--- src/rtl/core/fed_pkg.sv ---
// Shared types and constants for the feedback echo delay core.
// Used by the ring memory, mix datapath, output queue and top level.
package fed_pkg;

  localparam int SAMPLE_W  = 16;
  localparam int GAIN_W    = 8;
  localparam int DELAY_W   = 17;
  localparam int CFG_IDX_W = 4;
  localparam int OQ_DEPTH  = 3;

  localparam logic [GAIN_W-1:0]  GAIN_RESET  = 8'd64;
  localparam logic [GAIN_W-1:0]  MIX_ONE     = 8'd128;
  localparam logic [DELAY_W-1:0] DELAY_RESET = 17'd48000;

  localparam logic signed [SAMPLE_W-1:0] SAMPLE_MAX = 16'sh7fff;
  localparam logic signed [SAMPLE_W-1:0] SAMPLE_MIN = -16'sh8000;

  typedef logic signed [SAMPLE_W-1:0] sample_t;

  typedef enum logic [CFG_IDX_W-1:0] {
    CFG_FEEDBACK_GAIN = 4'd0,
    CFG_DELAY_SAMPLES = 4'd1
  } cfg_idx_t;

  typedef struct packed {
    logic    re;
    logic    we;
    sample_t wdata;
  } mem_ctl_t;

  typedef struct packed {
    logic [1:0] count;
  } oq_status_t;

endpackage

--- src/rtl/core/fed_mix.sv ---
// Feedback mix datapath: live*128 + (stored-live)*gain, scaled by 1/128
// toward zero and clamped to 16 bits. Uses fed_pkg constants.
module fed_mix (
  input  fed_pkg::sample_t                 stored,
  input  fed_pkg::sample_t                 live,
  input  logic [fed_pkg::GAIN_W-1:0]       gain,
  output fed_pkg::sample_t                 mix
);

  logic [fed_pkg::GAIN_W-1:0] g;
  logic signed [16:0]         diff;
  logic signed [25:0]         prod;
  logic signed [25:0]         acc;
  logic signed [25:0]         adj;
  logic signed [18:0]         quo;

  always_comb begin
    g    = (gain > fed_pkg::MIX_ONE) ? fed_pkg::MIX_ONE : gain;
    diff = 17'(stored) - 17'(live);
    prod = 26'(diff) * $signed({18'd0, g});
    acc  = (26'(live) <<< 7) + prod;
    adj  = acc[25] ? (acc + 26'sd127) : acc;
    quo  = 19'(adj >>> 7);
    if (quo > 19'(fed_pkg::SAMPLE_MAX)) begin
      mix = fed_pkg::SAMPLE_MAX;
    end else if (quo < 19'(fed_pkg::SAMPLE_MIN)) begin
      mix = fed_pkg::SAMPLE_MIN;
    end else begin
      mix = quo[15:0];
    end
  end

endmodule

--- config.mk ---
export PLATFORM = sky130hd
export DESIGN_NAME = fed_mix
export DESIGN_NICKNAME = d
export VERILOG_FILES = /design/src/rtl/core/fed_pkg.sv /design/src/rtl/core/fed_mix.sv
export SDC_FILE = /design/constraint.sdc
export NUM_CORES = 1
export LEC_CHECK = 0
export BUFFER_PORTS_ARGS = -buffer_cell sky130_fd_sc_hd__buf_2
export CELL_PAD_IN_SITES_DETAIL_PLACEMENT = 0
export CELL_PAD_IN_SITES_GLOBAL_PLACEMENT = 2
export CORE_MARGIN = 3
export CORE_UTILIZATION = 35
export DETAILED_ROUTE_END_ITERATION = 10
export MAX_ROUTING_LAYER = met4
export PLACE_DENSITY_LB_ADDON = 0.08
export SETUP_SLACK_MARGIN = 0.2
export SYNTH_ARGS = -nofsm -noshare
export SYNTH_HDL_FRONTEND = slang
export SYNTH_SLANG_ARGS = --single-unit
--- constraint.sdc ---
create_clock -name vclk -period 12.3
set_input_delay 2.46 -clock vclk [all_inputs]
set_output_delay 2.46 -clock vclk [all_outputs]
set_load 0.05 [all_outputs]
==> flow_summary_export.csv <==
group,metric,value,unit
layout,syn2layout_area_growth,38.46,%
floorplanning,die_x,143.2,um
floorplanning,rows,49,
drt,drc_errors,0,
logic_synthesis,netlist_area,6584,um2
critical_path,endpoint,"mix[6]",
sta,fmax,79.55,MHz
logic_synthesis,syn-num-nets,1032,
placed_design,dp_cells,1218,
sta,maxSlewViolCount,0,
layout,final_common_cell,"buf_4",
critical_path,crit_path_frequent_cell,"fa_1",
cts,ctsHoldBuffers,0,
drt,dr.pass1.iters,4,
critical_path,max_stage_delay,560,ps
layout,drive_gt1_share,33.17,%
layout,fillers,1787,
logic_synthesis,ys_seq_area_share,0,%
logic_synthesis,syn_inst,795,
drt,drt_iter0_drc,168,
sta,hold_viol_final,0,
critical_path,cp_max_fo,4,
critical_path,critPathLaunch,"stored[1]",
sta,grt_setup_unrepaired,"true",
sta,finalWorstPathRequiredPeriod,12570,ps
critical_path,cp.required,9840,ps
sta,timing.slew.headroom,61.63,%
drt,drt-total-wl,18300,um
global_routing,overflow,0,
sta,fin_hold_ws,5905,ps
placed_design,dp_hpwl,16170,um
sta,setup-violations-final,15,
sta,tightest_slew,571.5,ps
placed_design,gp_congestion,0.8762,
critical_path,end_kind,"output pin",
drt,num_vias,5976,
drt,avgViaCountPerCell,4.819,
global_routing,track_usage,19.26,%
drt,drtAntennaViolNets,0,
sta,fin_ws,-270.5,ps
placed_design,portBuffers,56,
sta,fin_crit_sh,102.2,%
layout,fin_cells,1240,
drt,wl_per_cell,14.76,um
floorplanning,fp.coreArea,18210,um2
layout,nClkBuffers,0,
status,outcome,"finished with violations",
layout,final_cell_mix,"176 x buf_4, 151 x inv_1, 126 x fa_1",
layout,nets,1249,
flow_run,drv_cap,0,
floorplanning,die_y,143.2,um
floorplanning,die-area,20490,um2
global_routing,antenna_found_initial,0,
critical_path,crit_type,"in -> out",
logic_synthesis,ys_types,59,
logic_synthesis,postSynthAreaPerCell,8.282,um2
layout,regArea,0,um2
floorplanning,start_util,36.16,%
global_routing,grt_pass1_vias,6542,
critical_path,crit_path_top_delay_cell,"fa_1",
hold_path,hp-class,"in -> out",
floorplanning,ioPinCount,56,
global_routing,grt_pass1_wl,31270,um
critical_path,start_kind,"input port",
layout,design.seq.count,0,
critical_path,cp.arrival,10110,ps
status,violations,"setup timing",
global_routing,grt_max_degree,33,
logic_synthesis,synth_warnings,0,
## through the flow
step | TNS (ps) | utilization, % | area (um2) | worst slack, ps
floorplan | -1672 | - | 6809 | -122.0
global placement | -10330 | 46.50 | 8467 | -681.0
detailed placement | -10390 | 46.50 | 8467 | -687.0
CTS | -5550 | 48.38 | 8810 | -403.4
global route | -9516 | 50.05 | 9114 | -680.8
finish | -3202 | 50.07 | 9116 | -270.5
## synthesized netlist by cell type (2+ instances only)
cell type / instances / area [um2]
xnor2_1: 33 / 289.0
inv_1: 158 / 593.1
nor2b_1: 16 / 100.1
and3_1: 4 / 25.02
ha_1: 70 / 875.8
nand4_1: 3 / 18.77
or2_2: 7 / 43.79
o21ai_0: 12 / 60.06
nor4_1: 2 / 12.51
o21ai_1: 4 / 20.02
nand2_1: 66 / 247.7
o31ai_1: 5 / 37.54
a21o_1: 3 / 22.52
nand3b_1: 4 / 30.03
a21oi_1: 26 / 130.1
o221ai_1: 2 / 17.52
nand2b_1: 20 / 125.1
o21bai_1: 2 / 15.01
a211oi_1: 5 / 37.54
or3_1: 5 / 31.28
fa_1: 127 / 2542
buf_2: 2 / 10.01
a21boi_0: 5 / 37.54
nor2_1: 82 / 307.8
nor3_1: 12 / 60.06
xor2_1: 19 / 166.4
a31oi_1: 6 / 37.54
a211o_1: 3 / 26.28
nor3b_1: 8 / 60.06
o21ai_2: 10 / 87.58
nand3_1: 9 / 45.04
and2_1: 17 / 106.4
clkbuf_1: 18 / 67.56
o211ai_1: 2 / 15.01
o21a_1: 4 / 30.03
## worst min path at each step
stage / from / endpoint / slack [ps] / depth (start not counted)
global placement: gain[0] / mix[0] / 5990 / 7
global route: live[15] / mix[15] / 5980 / 6
finish: gain[0] / mix[0] / 5900 / 7
floorplan: gain[7] / mix[0] / 5550 / 5
detailed placement: gain[0] / mix[0] / 5970 / 7
CTS: gain[0] / mix[0] / 5920 / 7
## cell type report
cell class | instances | area (um2) | share of cell area (%)
timing repair buffer | 236 | 1794 | 19.68
multi-input combinational | 616 | 6427 | 70.51
antenna | 1 | 2.502 | 0.02745
inverter | 158 | 605.6 | 6.643
tap | 229 | 286.5 | 3.143
## critical path, delay by kind of cell
kind            cells  cell delay (ps)
compound gates     11             1680
simple gates        6             1560
buf+inv             9             1090
fa+ha+maj           7             3070
xor+xnor            2              250
## logic make-up (layout without fill, tap and decap cells)
kind of cell,Yosys count,in the layout,synth area share [%]
other,0,1,0
adders and majority gates,197,197,51.92
muxes,1,1,0.1710
and+or+nand+nor,261,261,19.25
AOI/OAI and AO/OA,105,105,11.38
xor gates and xnor gates,52,52,6.918
buffers and inverters,179,394,10.36
## layer usage
layer / global-route usage [%] / share of wire (%) / vias up
li1: - / - / 2937
met1: 24.01 / 43 / 2947
met2: 36.50 / 54 / 80
met3: 0.3684 / 2.1 / 12
met4: 1.251 / 0.81 / 0
met5: - / 0 / -
## what timing repair did
action / in CTS / in global routing
resized for setup: 60 / 50
setup endpoints to repair: 16 / 16
pin swaps: 18 / 22
gates cloned: 1 / 0
buffers inserted: 12 / 8
Power is not shown: default switching activity piles up to over one toggle a cycle in this logic, so the estimate is an artifact.
