### config.mk
export PLATFORM = sky130hd
export DESIGN_NAME = fed_out_fifo
export DESIGN_NICKNAME = d
export VERILOG_FILES = /design/src/rtl/core/fed_pkg.sv /design/src/rtl/core/fed_out_fifo.sv
export SDC_FILE = /design/constraint.sdc
export NUM_CORES = 1
export LEC_CHECK = 0
export BUFFER_PORTS_ARGS = -buffer_cell sky130_fd_sc_hd__buf_2
export CAP_MARGIN = 20
export CORE_MARGIN = 1
export CORE_UTILIZATION = 40
export DETAILED_ROUTE_END_ITERATION = 8
export GPL_ROUTABILITY_DRIVEN = 0
export GPL_TIMING_DRIVEN = 0
export MAX_ROUTING_LAYER = met4
export PLACE_DENSITY = 0.57
export SYNTH_ARGS = -nofsm -noshare
export SYNTH_HDL_FRONTEND = slang
export SYNTH_SLANG_ARGS = --single-unit
### constraint.sdc
create_clock -name clk -period 2.27 [get_ports clk]
set_input_delay 0 -clock clk [delete_from_list [all_inputs] [get_ports clk]]
set_output_delay 0 -clock clk [all_outputs]
set_load 0.02 [all_outputs]
### src/rtl/core/fed_pkg.sv
// Shared types and constants for the feedback echo delay core.
// Used by the ring memory, mix datapath, output queue and top level.
package fed_pkg;

  localparam int SAMPLE_W  = 16;
  localparam int GAIN_W    = 8;
  localparam int DELAY_W   = 17;
  localparam int CFG_IDX_W = 4;
  localparam int OQ_DEPTH  = 3;

  localparam logic [GAIN_W-1:0]  GAIN_RESET  = 8'd64;
  localparam logic [GAIN_W-1:0]  MIX_ONE     = 8'd128;
  localparam logic [DELAY_W-1:0] DELAY_RESET = 17'd48000;

  localparam logic signed [SAMPLE_W-1:0] SAMPLE_MAX = 16'sh7fff;
  localparam logic signed [SAMPLE_W-1:0] SAMPLE_MIN = -16'sh8000;

  typedef logic signed [SAMPLE_W-1:0] sample_t;

  typedef enum logic [CFG_IDX_W-1:0] {
    CFG_FEEDBACK_GAIN = 4'd0,
    CFG_DELAY_SAMPLES = 4'd1
  } cfg_idx_t;

  typedef struct packed {
    logic    re;
    logic    we;
    sample_t wdata;
  } mem_ctl_t;

  typedef struct packed {
    logic [1:0] count;
  } oq_status_t;

endpackage

### src/rtl/core/fed_out_fifo.sv
// Small output queue that decouples the pipeline from the result consumer.
// Three entries; uses fed_pkg types.
module fed_out_fifo (
  input  logic                   clk,
  input  logic                   rst_n,
  input  logic                   push,
  input  fed_pkg::sample_t       push_data,
  output logic                   out_tvalid,
  input  logic                   out_tready,
  output logic [15:0]            out_tdata,    // [15:0] out_sample
  output fed_pkg::oq_status_t    status
);

  fed_pkg::sample_t buf_r [fed_pkg::OQ_DEPTH];
  logic [1:0] wr_ptr_r, wr_ptr_nxt;
  logic [1:0] rd_ptr_r, rd_ptr_nxt;
  logic [1:0] count_r, count_nxt;
  logic       pop;

  assign out_tvalid = (count_r != 2'd0);
  assign out_tdata  = buf_r[rd_ptr_r];
  assign pop        = out_tvalid && out_tready;

  always_comb begin
    wr_ptr_nxt = wr_ptr_r;
    rd_ptr_nxt = rd_ptr_r;
    count_nxt  = count_r;
    if (push) begin
      wr_ptr_nxt = (wr_ptr_r == 2'(fed_pkg::OQ_DEPTH - 1)) ? 2'd0 : wr_ptr_r + 2'd1;
    end
    if (pop) begin
      rd_ptr_nxt = (rd_ptr_r == 2'(fed_pkg::OQ_DEPTH - 1)) ? 2'd0 : rd_ptr_r + 2'd1;
    end
    if (push && !pop) begin
      count_nxt = count_r + 2'd1;
    end else if (pop && !push) begin
      count_nxt = count_r - 2'd1;
    end
  end

  always_ff @(posedge clk) begin
    if (!rst_n) begin
      wr_ptr_r <= 2'd0;
      rd_ptr_r <= 2'd0;
      count_r  <= 2'd0;
    end else begin
      wr_ptr_r <= wr_ptr_nxt;
      rd_ptr_r <= rd_ptr_nxt;
      count_r  <= count_nxt;
    end
  end

  always_ff @(posedge clk) begin
    if (push) begin
      buf_r[wr_ptr_r] <= push_data;
    end
  end

  assign status.count = count_r;

endmodule

==> results.md <==
* Run status: finished clean
* Core Region at ~0.005 mm^2
* Reg2Reg Depth at 2
* Clock Power Share at between 20% and 30%
* CP Capture Type: register
* Worst-path clk slew at roughly 0.09 ns
* Wire per inst at 14.3 um
* Worst Hold Path Cells at 4
* Data required, critical path at around 2.3 ns
* # port buffers at 38
* Worst reg2reg path startpoint: wr_ptr_r[1]
* Top FF cell, synth: edfxtp_1
* Layout cells sized above 1 at 25.8%
* CTS Sinks at 56
* Crit path launch type: register
* CTS root buf: clkbuf_8
* Fin area at around 0.0026 mm^2
* Post-placement cell area at approximately 0.0024 mm^2
* Crit path kind: register to register
* Max rail drop VDD at about 0.35 mV
* Comb power frac at a little over a quarter
* Final period utilization at about 71%
* Post-route DRC violation count at 0
* Synthesized area per cell at approximately 16 um^2
* Max Fclk at 0.619 GHz
* Vias in the first global route at approximately 1200
* Post-Syn Area at ~0.0021 mm^2
* Chip height at between 70 and 80 um
* FF/Latch Area at 0.00160 mm^2
* Clock tree buffer depth at 2
* ANT cells at 0
* RSZ-0062 raised after global routing: false
* Sw frac at 29.8%
* GRT Total Usage at roughly 16%
* Count of cell types in the netlist at 22
* #FFs+latches synth at between 50 and 60
* Psw at approximately 710 uW
* Post-synth top cells: edfxtp_1 (48), nand2_1 (20), mux2i_1 (16)
* Worst Skew at between 0.002 and 0.003 ns
* HPWL after DPL at approximately 2500 um
* Tmin final at 1.62 ns
* Hold_sp: out_tready
* Largest family of logic cells by synthesized area: multiplexers
* Worst Hold Class: primary input to register
* LEAKAGE at just over 0.0009 uW
* Seq/Total Area, Yosys at between 70% and 80%
* Initial DRT Pass Iterations at 4
* P_int at approximately 1700 uW
* Asr flop ratio synth at 0%
* Post-synth top area cell: edfxtp_1
* FILL cells at between 400 and 500
* Initial DRC Count at between 50 and 60
* Worst-path fanout max at 9
* Setup violators final at 0
* Max Slew Vio Count at 0
* Synth Area in Adders at less than 1%
* Gr ovfl total at 0
* Synth Area in Compound Gates at about 6.3%
* Post-synth top area share at between 60 and 70%
* Seq pwr share at between 50% and 60%
* Die area at about 0.0055 mm^2
* CTS Buf Count at 5
* Post-Synth Simple-Gate Area at ~6.5%
* Final nets at around 220
* Critical Path AT at around 1.6 ns
* Clock Latency Late Sink at 0.30 ns
* Antenna violations before repair at 0
* Slew headroom at between 40% and 50%
* Die width at between 70 and 80 um
* Post-synth net total at between 150 and 200
* Footprint of the multi-input gates at between 400 and 500 um^2
* First-pass GRT wire length at approximately 5900 um
* Multiplexer share of the synthesized area at between 7 and 8%
* Post-cts sizing count at 0
* Initial Util at a little over two fifths
* Largest cells by area after synthesis: edfxtp_1 (69%), dfxtp_1 (7.7%), mux2i_1 (7.7%)
* Final TNS setup at 0 ns
* Reg2reg setup slack at around 0.65 ns
* Post-synth EDFFs at 48
* H-Tree Level Count at 2
* Via density per instance at about 4.7
* Worst setup margin at between 0.6 and 0.7 ns
* Total wire length at ~3800 um
* RR Endpoint: buf_r[0][10]
* Total power at ~2400 uW
* Largest net degree at the start of global routing at 17
* Core Rows at 25
* Xor/xnor cell area share of the yosys netlist at less than 1%
* Layout area overhead at 26.7%
* Worst slew pin tran at 0.897 ns
* Final hold violation count at 0
* Post-Syn Instances at 133
* Vias post-DR at around 1300
* DP Worst Slack at ~0.66 ns
* CTS tree: yes
* PD cells at roughly 900 mW/mm^2
* Top-count cell post-synth: edfxtp_1
* I/O Pins at 39
* Max-cap violations at 0
* Antenna Nets Post-Route at 0
* Synth Warn # at 0
cell usage in the layout (no fill, tap or decap), drive strengths merged, types with 2 or more instances in the layout:
cell         netlist  routed
o21a               2       2
buf                2      42
nor2               2       2
nand2             20      20
nor2b              2       2
edfxtp            48      48
a21boi             3       3
dfxtp              8       8
dlygate4sd3        0      17
mux2i             16      16
or3                2       2
o21ai             18      18
clkbuf             3      10
stage by stage:
stage	util, %	cells	hold slack, ns
2_1_floorplan	-	133	0.0989
3_3_place_gp	48.4	238	0.198
3_5_place_dp	49.1	240	0.205
4_1_cts	54.2	265	0.0420
5_1_grt	54.2	265	0.0664
6_report	54.2	265	0.0454
power by group through the flow:
stage	Sequential [uW]	Combinational, uW	Clock (uW)
floorplan	1270	411	0
global placement	1260	614	0
detailed placement	1260	637	0
CTS	1240	662	515
global route	1250	708	558
finish	1240	647	501
metal layers:
layer  wire length, um  up-vias  global-route usage (%)  part of all wire [%]
li1                  -      616                       -                     -
met1              1700      606                    18.5                    45
met2              1890       26                    26.1                    50
met3               144        6                    4.47                   3.8
met4                46        0                    5.03                   1.2
met5                 0        -                       -                     0
area by class of cell:
class                           instances  share of cell area (%)
Tap cell                               67                    3.17
Buffer                                  5                    1.04
Sequential cell                        56                    60.6
Clock inverter                          1                   0.142
Timing Repair Buffer                   57                    14.5
Multi-Input combinational cell         72                    17.7
Clock buffer                            7                    2.89
cell families after synthesis:
group           count (synthesis)
flops                          56
simple gates                   30
compound gates                 23
mux                            16
buf+inv                         5
xor+xnor                        2
fa+ha+maj                       1
registers in the layout, indices dropped and copies added, names as in the netlist, named ones only:
signal,count
buf_r,48
rd_ptr_r,2
status,2
wr_ptr_r,2
critical path: stages (launching register included):
cell     delay (ns)
dfxtp_1        0.35
nor3b_2        0.72
buf_6          0.26
repair_timing:
item | in CTS | in global routing
endpoints found under the hold margin | 52 | 0
hold buffers | 17 | 0
buffers inserted | 0 | 0
worst max path at each step:
| stage | startpoint | endpoint | cells past startpoint |
|---|---|---|---|
| 3_5_place_dp | wr_ptr_r[1] | buf_r[0][4] | 2 |
| 2_1_floorplan | wr_ptr_r[1] | buf_r[0][0] | 1 |
| 5_1_grt | wr_ptr_r[1] | buf_r[0][10] | 2 |
| 6_report | wr_ptr_r[1] | buf_r[0][10] | 2 |
| 4_1_cts | wr_ptr_r[1] | buf_r[0][10] | 2 |
| 3_3_place_gp | wr_ptr_r[1] | buf_r[0][8] | 1 |
Power figures use the tool's default switching activity.
